==> config.mk <==
export PLATFORM = sky130hd
export DESIGN_NAME = bbel_delay
export DESIGN_NICKNAME = d
export VERILOG_FILES = /design/src/hdl/bbel_delay.sv
export SDC_FILE = /design/constraint.sdc
export NUM_CORES = 1
export LEC_CHECK = 0
export ABC_CLOCK_PERIOD_IN_PS = 1140
export BUFFER_PORTS_ARGS = -buffer_cell sky130_fd_sc_hd__buf_2
export CORE_AREA = 2 2 39 41
export CTS_CLUSTER_SIZE = 16
export DETAILED_ROUTE_END_ITERATION = 10
export DIE_AREA = 0 0 41 43
export PLACE_DENSITY = 0.53
export SLEW_MARGIN = 20
export SYNTH_ARGS = -nofsm -noshare
export SYNTH_HDL_FRONTEND = slang
export SYNTH_SLANG_ARGS = --single-unit
==> constraint.sdc <==
create_clock -name clk -period 1.14 [get_ports clk]
set_input_delay 0.057 -clock clk [delete_from_list [all_inputs] [get_ports clk]]
set_output_delay 0.057 -clock clk [all_outputs]
set_load 0.01 [all_outputs]
==> src/hdl/bbel_delay.sv <==
// ----------------------------------------------------------------------------
// Bethe-Bloch energy loss: alignment delay line
// Fixed-length register chain that keeps side values in step with the units.
// ----------------------------------------------------------------------------
module bbel_delay #(
	parameter int W     = 8,
	parameter int DEPTH = 2
) (
	input  logic         clk,
	input  logic [W-1:0] d,
	output logic [W-1:0] q
);

	logic [W-1:0] line_s [1:DEPTH];

	always_ff @(posedge clk) begin
		line_s[1] <= d;
		for (int k = 2; k <= DEPTH; k++) begin
			line_s[k] <= line_s[k-1];
		end
	end

	assign q = line_s[DEPTH];

endmodule

Word-level counts from Yosys, hierarchy flattened
Memories as Yosys holds them, arrays and structs flattened. Cells that the tools add are included.

Register bits: 0. RAM bits: 16. Bits of input ports: 9. Output and inout port bits: 8. Memories kept: 1.

Memories: line_s (words 2, bits a word 8, read ports 2, clocked after Yosys merged registers in 0, wr ports 2, line 14) `logic [W-1:0] line_s [1:DEPTH];`.

Depth between registers and ports, before layout
Depth in word-level cells: 0. Depth in mapped cells: 0. Gate-level depth less buffers: 0.

Worst setup path after synthesis
OpenSTA, ideal clock, no wires.

Path kind: reg2out. Start: memory line_s[2][0]. End: output q[0]. Data arrival time: 0.331 ns. Data required time: 1.083 ns. Slack: 0.752 ns. Stages on the path, launching flop included: 1. Buffers on the path: 0. Cell sequence: dfxtp_1.

RTL lines: start, declared (line 14); end, declared (line 11) `output logic [W-1:0] q`.

==> run metrics <==
status finished, final reports clean; Syn Std Cell Area about 320 µm²; vias per inst about 3.4; Synth cell types 1; Sw Share between 15 and 20%; fin crit share approximately two thirds; LEAKAGE around 0.25 nW; sequential power share between 50% and 60%; maximum VDD drop 560 µV; antenna violations before repair 0; share of layout cells above drive strength 1 about 45%; filler instances between 100 and 150; Sw Pwr 0.185 mW; Antenna Violating Nets Remaining 0; Largest regs line_s: 16 flops; crit-path max cell delay 0.32 ns; Ports 17; FF+latch count, synth 16; die height 43 µm; P&R area growth vs syn 67.6%; CP Capture Type output pin; ANT cells 0; maximum fanout along the worst path 1; Slew headroom a little over nine tenths; cells along the critical path buf_2; area of the multi-input gates 0 µm²; Worst EP arrival 0.71 ns; GR Util All Layers a little over 7%; Worst Path Required ~1.1 ns; Post-route DRC 0; starting density of the core a little under a quarter; CTS Buf Count 3; DRT iter0 DRCs 0; #MultiIn Comb 0; Rows 14; syn_area_per_cell about 20 µm²; clk sinks 16; clock slew at reported path FFs roughly 0.09 ns; Wirelength per Cell between 8 and 9 µm; Worst Setup Start Kind register; first-pass GRT wire length between 700 and 800 µm; post-CTS sizing 0; Net count, final 54; overall die width between 40 and 50 µm; DP Area ~420 µm²; Core Box Area 1380 µm²; placed cells 48; design area 537 µm²; post-layout min period 0.771 ns; via count 201; Top delay family on crit path flip-flops; largest net degree at the start of global routing 10; Non-Filler Instances 60; H-tree level count 1; syn nets 25; die area around 1800 µm²; DRT Pass-1 Iters 1; Worst Hold Class register to register; drt total wl ~530 µm; CTS tree done; CTS Hold Bufs 8; Clk network pwr share a little over a third; worst clock skew 0.00649 ns; Cells after Synth 16; remaining global-route overflow 0; IO buf count 16; root buffer cell clkbuf_4; largest register by flop count line_s; yosys warns 0; sequential area share after synthesis between 90% and 100%; hold_ws 0.323 ns; Max Slew Vio Count 0; vias in the first global route a little over 200; Fin. Hold Viols 0; max reg flops 16; Crit Path Class register to output pin; Finish-stage setup viols 0; clk_lat worst skew between 0.2 and 0.3 ns; Final GP Congestion around 0.64; max_cap viols 0; Internal Power around 0.82 mW; RSZ-0062 raised after global routing no; setup tns final 0 ns; Cell Pwr Density 1870 nW/µm²; Fmax around 1.3 GHz; critical path's slowest cell dfxtp_1; CTS max path bufs 2; Buf/Inv on CP 1; Gate power share between 5 and 6%; Post CTS Setup Buffer Count 0; Slew @ Worst Pin 0.0880 ns
-- through the flow --
step | setup WS (ns) | util (%) | power [mW]
4_1_cts | 0.351 | 38.8 | 1.02
3_3_place_gp | 0.682 | 30.4 | 0.641
5_1_grt | 0.319 | 38.8 | 1.04
3_5_place_dp | 0.674 | 30.4 | 0.644
2_1_floorplan | 0.752 | - | 0.615
6_report | 0.369 | 38.8 | 1.00
-- cell type report --
class                   count  area (µm²)  area share, %
well taps                  16        20.0           3.73
clock buffers               4        36.3           6.76
repair buffers             24         160           29.8
flip-flops and latches     16         320           59.7
-- synth_stat cells --
library cell / instances / area [µm²]
dfxtp_1: 16 / 320
-- cells in the final DEF (no fill, tap or decap), drive strengths merged --
cell | netlist | layout
clkbuf | 0 | 4
buf | 0 | 16
dlygate4sd3 | 0 | 8
dfxtp | 16 | 16
-- logic make-up after synthesis --
family and synth area share, %:
DFF 100
-- final timing paths --
check | cells past startpoint | to | slack, ns | from
hold reg to reg | 0 | line_s[2][6]$_DFF_P_ | 0.32 | line_s[1][6]$_DFF_P_
setup / recovery | 1 | q[2] | 0.37 | line_s[2][2]$_DFF_P_
setup reg to reg | 0 | line_s[2][3]$_DFF_P_ | 0.73 | line_s[1][3]$_DFF_P_
hold / removal | 0 | line_s[2][6]$_DFF_P_ | 0.32 | line_s[1][6]$_DFF_P_
-- layer usage --
layer / track usage (%) / wire length, µm
met2: 11.9 / 332
met5: 0 / 0
met1: 4.98 / 179
met4: 10.0 / 0
met3: 1.57 / 19
-- power groups by stage --
stage,logic [mW],registers [mW],clock network [mW]
after global routing,0.0609,0.597,0.387
after CTS,0.0572,0.595,0.371
after floorplan,0,0.615,0
after detailed placement,0.0357,0.608,0
final,0.0559,0.595,0.354
after global placement,0.0347,0.606,0
(Power assumes the default switching activity.)
