[config.mk]
export PLATFORM = sky130hd
export DESIGN_NAME = bbel_sqrt
export DESIGN_NICKNAME = d
export VERILOG_FILES = /design/src/hdl/bbel_sqrt.sv
export SDC_FILE = /design/constraint.sdc
export NUM_CORES = 2
export LEC_CHECK = 0
export ABC_CLOCK_PERIOD_IN_PS = 3650
export BUFFER_PORTS_ARGS = -buffer_cell sky130_fd_sc_hd__buf_2
export CORE_MARGIN = 1.5
export CORE_UTILIZATION = 60
export CTS_CLUSTER_DIAMETER = 100
export DETAILED_ROUTE_END_ITERATION = 12
export PLACE_DENSITY = 0.83
export RECOVER_POWER = 50
export SLEW_MARGIN = 20
export SYNTH_ARGS = -nofsm -noshare
export SYNTH_HDL_FRONTEND = slang
export SYNTH_SLANG_ARGS = --single-unit
[constraint.sdc]
create_clock -name clk -period 3.65 [get_ports clk]
set_clock_uncertainty 0.05 [all_clocks]
set_input_delay 1.095 -clock clk [delete_from_list [all_inputs] [get_ports clk]]
set_output_delay 1.095 -clock clk [all_outputs]
set_load 0.02 [all_outputs]
[src/hdl/bbel_sqrt.sv]
// ----------------------------------------------------------------------------
// Bethe-Bloch energy loss: pipelined integer square root
// Restoring digit-by-digit root, one result bit per stage, RW stages.
// ----------------------------------------------------------------------------
module bbel_sqrt #(
	parameter int RW = 31
) (
	input  logic            clk,
	input  logic [2*RW-1:0] n,
	output logic [RW-1:0]   root
);

	logic [RW+1:0]   rem_s  [1:RW];
	logic [RW-1:0]   root_s [1:RW];
	logic [2*RW-1:0] nb_s   [1:RW];

	logic [RW+1:0]   rem_in  [0:RW-1];
	logic [RW-1:0]   root_in [0:RW-1];
	logic [2*RW-1:0] nb_in   [0:RW-1];
	logic [RW+1:0]   rem_nx  [0:RW-1];
	logic [RW-1:0]   root_nx [0:RW-1];
	logic [RW+1:0]   cat_c   [0:RW-1];
	logic [RW+1:0]   trial_c [0:RW-1];

	always_comb begin
		rem_in[0] = '0;
		root_in[0] = '0;
		nb_in[0] = n;
		for (int k = 1; k < RW; k++) begin
			rem_in[k] = rem_s[k];
			root_in[k] = root_s[k];
			nb_in[k] = nb_s[k];
		end
		for (int k = 0; k < RW; k++) begin
			cat_c[k] = {rem_in[k][RW-1:0], nb_in[k][2*RW-1:2*RW-2]};
			trial_c[k] = {root_in[k], 2'b01};
			if (cat_c[k] >= trial_c[k]) begin
				rem_nx[k] = cat_c[k] - trial_c[k];
				root_nx[k] = {root_in[k][RW-2:0], 1'b1};
			end else begin
				rem_nx[k] = cat_c[k];
				root_nx[k] = {root_in[k][RW-2:0], 1'b0};
			end
		end
	end

	always_ff @(posedge clk) begin
		for (int k = 1; k <= RW; k++) begin
			rem_s[k] <= rem_nx[k-1];
			root_s[k] <= root_nx[k-1];
			nb_s[k] <= {nb_in[k-1][2*RW-3:0], 2'b00};
		end
	end

	assign root = root_s[RW];

endmodule

# Word-level counts from Yosys, hierarchy flattened

Memories as Yosys holds them, arrays and structs flattened.
Cells that the tools add are included.

Register bits after elaboration: 0
Bits in latches: 0
Bits in writable memories: 3844
ROM bits: 0
Input bits: 63
Output and inout port bits: 31
Logic and storage cells: 127
Memories kept: 3

Add/subtract/negate cells: 31
Multipliers: 0
Divide/modulo/power cells: 0
Magnitude comparators: 31
Equal/unequal tests: 0
Shift operators: 0
Multiplexer cells: 62
Bitwise gates (word level): 0
Reduce and logical (&&, ||, !) cells: 0

Memory list:

| memory | depth | bits a word | read ports | clocked after Yosys merged registers in | write ports | line | RTL |
|---|---|---|---|---|---|---|---|
| nb_s   | 31    | 60          | 30         | 0                                       | 31          | 15   | `logic [2*RW-1:0] nb_s [1:RW];` |
| rem_s  | 31    | 33          | 30         | 0                                       | 31          | 13   | `logic [RW+1:0] rem_s [1:RW];` |
| root_s | 31    | 31          | 31         | 0                                       | 31          | 14   | `logic [RW-1:0] root_s [1:RW];` |

Operator list:

| operator                                                           | count |
|---|---|
| two-way mux 33 bit                                                 | 31 |
| greater-or-equal comparator 33 bit                                 | 30 |
| subtractor 33 bit                                                  | 30 |
| two-way mux 1 bit                                                  | 31 |
| subtractor 2 x 1 -> 3 bit (second input constant)                  | 1 |
| greater-or-equal comparator 2 x 1 -> 1 bit (second input constant) | 1 |

# Logic depth before layout (Yosys ltp)

An unclocked memory read counts as a cell.

Depth after elaboration: 3
Mapped depth: 15
Depth with buffers taken out: 13

# Worst setup path before layout

OpenSTA, ideal clock, no wires.

Path kind: register to register
Start: register, netlist name root_s[0][902]
End: register, netlist name rem_s[0][1011]
Library setup time: 0.121 ns
Arrival time: 2.923 ns
Required time: 3.479 ns
Setup slack: 0.557 ns
Cell stages (with the launch flop): 13
Buffers on the path: 1
Period minus slack after synthesis: 3.093 ns
Path through: dfxtp_1 > inv_1 > ha_1 > a41o_1 > or3_1 > a31oi_1 > o211ai_1 > o211ai_1 > o22a_1 > nand2_1 > a31oi_1 > buf_2 > mux2_2

==> out/qor.txt <==
most frequent cells in the layout -> 2313 x dfxtp_1, 653 x inv_1, 563 x nand2_1, 528 x ha_1, 480 x nor2_1
Final Power -> 68.1 mW
Final min period -> 3.50 ns
drt first-iter violations -> 3800
Levels on crit path -> 11
CTS root buf -> clkbuf_16
placed insts -> 10100
Worst Path Max Fanout -> 4
global-route wire length before repair -> 289000 µm
period utilization -> 0.958
Post-Syn Area per Cell -> 10.2 µm²
Die Y -> 378 µm
RSZ-0062 raised after global routing -> false
Most used DFF post-synth -> dfxtp_1
# rows -> 137
Die ar. -> 143000 µm²
final net count -> 9074
final wirelength -> 180000 µm
Die X -> 378 µm
final hold vios -> 0
hold bufs inserted after CTS -> 0
worst r2r path cells -> 11
Clk Latency, worst-skew pair -> 0.85 ns
largest net degree at the start of global routing -> 44
Global Route Usage Sum -> 0.248
Final Non-Filler Cells -> 10500
CP top delay family -> compound AO/OA/AOI/OAI gates
Initial Utilization -> 0.605
crit path max-delay cell type -> o41ai_1
Worst Setup Start Kind -> register
CP dominant cell by count -> o41ai_1
DRT antenna net count -> 0
Post-CTS Repair Setup Buffers -> 0
antenna violations before repair -> 1
Yosys top cell by area -> dfxtp_1
wire length per cell -> 17.1 µm
vias post-DR -> 58400
top-area cell type share of the netlist area -> 0.548
DRT Pass-1 Iters -> 6
clk slew on worst S/H paths -> 0.06 ns
core area -> 140000 µm²
Top Ports -> 94
post-synthesis async set-or-reset flop share -> 0
xor and xnor area share after synthesis -> 0.0762
synthesized net count -> 8847
CP endpoint kind -> register
Max Freq -> 286 MHz
Synth Area in Simple Gates -> 0.124
power per cell area -> 717 nW/µm²
Reg area -> 46300 µm²
area of the multi-input gates -> 35300 µm²
setup ws final -> 0.155 ns
CTS Sinks -> 2313
Slew @ Worst Pin -> 0.946 ns
Leakage -> 45.3 nW
largest family of logic cells by synthesized area -> simple AND/OR/NAND/NOR gates
vias in the first global route -> 58000
total grt overflow -> 0
adder-cell share of the synthesized area -> 0.0781
Max Cap Viol -> 0
commonest non-fill, non-tap cell in the layout -> dfxtp_1
distinct cell type count after synthesis -> 95
Warnings, synthesis -> 0
CTS tree -> built
#FFs+latches synth -> 2313
fillcell total -> 10100
share of cells above drive strength 1 -> 0.0839
DRC Markers -> 0
hold path depth -> 0
clock buffer depth -> 3
slew margin rel. -> 0.364
Post-Place Worst Slack -> 0.0106 ns
Pins Over Slew Limit -> 0
post-synthesis sequential area ratio -> 0.548
Critical Path RT -> 4.33 ns
post-synthesis cell area -> 84600 µm²
# setup viols final -> 0
Post-synth EDFFs -> 0
Largest stage delay, worst path -> 0.58 ns
kind of critical path -> reg2reg
port bufs -> 93
R2R Setup Slk -> 0.15 ns
CP bufs+invs -> 1
run status -> complete, no violations
placed wire-length estimate -> 129000 µm
post-synthesis compound-gate area fraction -> 0.122
Critical Path AT -> 4.17 ns
H-tree depth -> 4
worst path cell trace -> inv_1 -> ha_1 -> nor2b_1 -> o31a_1 -> o41ai_1 -> o211ai_1 -> and2_1 -> a221oi_1 -> o41ai_1 -> nor4_1 -> xor2_1
Placer Congestion -> 0.951
CTS Buf Count -> 210
hold crit path type -> reg2reg
largest cells by area after synthesis -> dfxtp_1 55%, ha_1 7.8%, xnor2_1 3.8%, xor2_1 3.8%, inv_1 2.9%
DR vias/cell -> 5.54
Syn Inst Count -> 8256
Setup TNS -> 0 ns
antenna diode count -> 0
Layout area overhead -> 12.4%
maximum VDD drop -> 0.545 mV
mux share of post-synthesis cell area -> 0.0160
cells in the mapped netlist (all sizes together) (9+ instances only):
library cell,count
a211o,11
o2111ai,15
inv,655
o31ai,43
o311ai,9
o21ai,428
a31oi,39
o211ai,44
clkbuf,122
buf,31
or3,94
nor4,104
nand2,565
xnor2,371
nand4,86
nand4b,19
nor2,483
nand3b,22
o41ai,18
a2111oi,11
nor2b,69
and3,51
dfxtp,2313
a21boi,21
nand3,134
and2,35
a21o,242
and4,9
xor2,365
nor3,220
mux2,114
a221o,9
nor4b,14
ha,528
or2,32
o31a,15
or4,49
o21a,92
nand2b,93
o21bai,44
nor3b,15
a21oi,463
a211oi,34
a221oi,16
where the power goes:
| group | internal [mW] | leakage, nW | total (mW) | switching, mW |
|---|---|---|---|---|
| combinational | 5.45 | 22.3 | 12.1 | 6.65 |
| sequential | 29.5 | 19.4 | 32.6 | 3.10 |
| clock | 13.7 | 3.66 | 23.4 | 9.71 |
| total | 48.6 | 45.3 | 68.1 | 19.5 |
logic make-up (layout without fill, tap and decap cells):
| logic type | after synthesis | in the layout |
|---|---|---|
| fa+ha+maj | 528 | 528 |
| flops | 2313 | 2313 |
| mux | 121 | 121 |
| simple gates | 2112 | 2113 |
| compound gates | 1636 | 1636 |
| buf+inv | 809 | 1213 |
| other cells | 1 | 1 |
| xor+xnor | 736 | 736 |
metrics by stage:
stage,area [µm²],hold slack [ns],util
6_report,95000,0.248,0.680
5_1_grt,95000,0.246,0.680
4_1_cts,95000,0.230,0.680
3_5_place_dp,87400,0.262,0.626
3_3_place_gp,87400,0.260,0.626
2_1_floorplan,84600,0.260,-
area by class of cell:
type                    instances  share of cell area
flip-flops and latches       2313               0.487
well taps                    1876              0.0247
clock buffers                 269              0.0619
clock inverters               121              0.0181
inverters                     656              0.0259
multi-input cells            5135               0.371
repair buffers                167              0.0110
flip-flops by register name, summed over array words and instances, names as in the netlist:
signal,flops
rem_s,887
root_s,496
nb_s,930
worst reg2reg max path: cells and delay by family, from the launching register on:
kind	cells	cell delay, ns
compound gates	5	1.76
xor+xnor	1	0.19
fa+ha+maj	1	0.34
buf+inv	1	0.05
flops	1	0.33
simple gates	3	0.73
path summary, 6_finish.rpt:
kind,endpoint,startpoint
worst max-delay path,rem_s[0][750],root_s[0][651]
worst min register to register,nb_s[0][713],nb_s[0][651]
worst max register to register,rem_s[0][750],root_s[0][651]
worst min-delay path,nb_s[0][713],nb_s[0][651]
metal layers:
| metal | vias to the layer above | track usage | share of wire |
|---|---|---|---|
| met3 | 497 | 0.0382 | 0.047 |
| met2 | 1654 | 0.444 | 0.50 |
| met1 | 27500 | 0.292 | 0.41 |
| met5 | - | 0 | 0 |
| met4 | 0 | 0.107 | 0.041 |
| li1 | 28800 | - | - |
repair_timing:
item                       4_1_cts  5_1_grt
gates resized for setup          1        5
setup endpoints to repair        1        4
cloned                           0        1
pin swaps                        0        1
No activity file was read; power rests on OpenSTA's default activity.
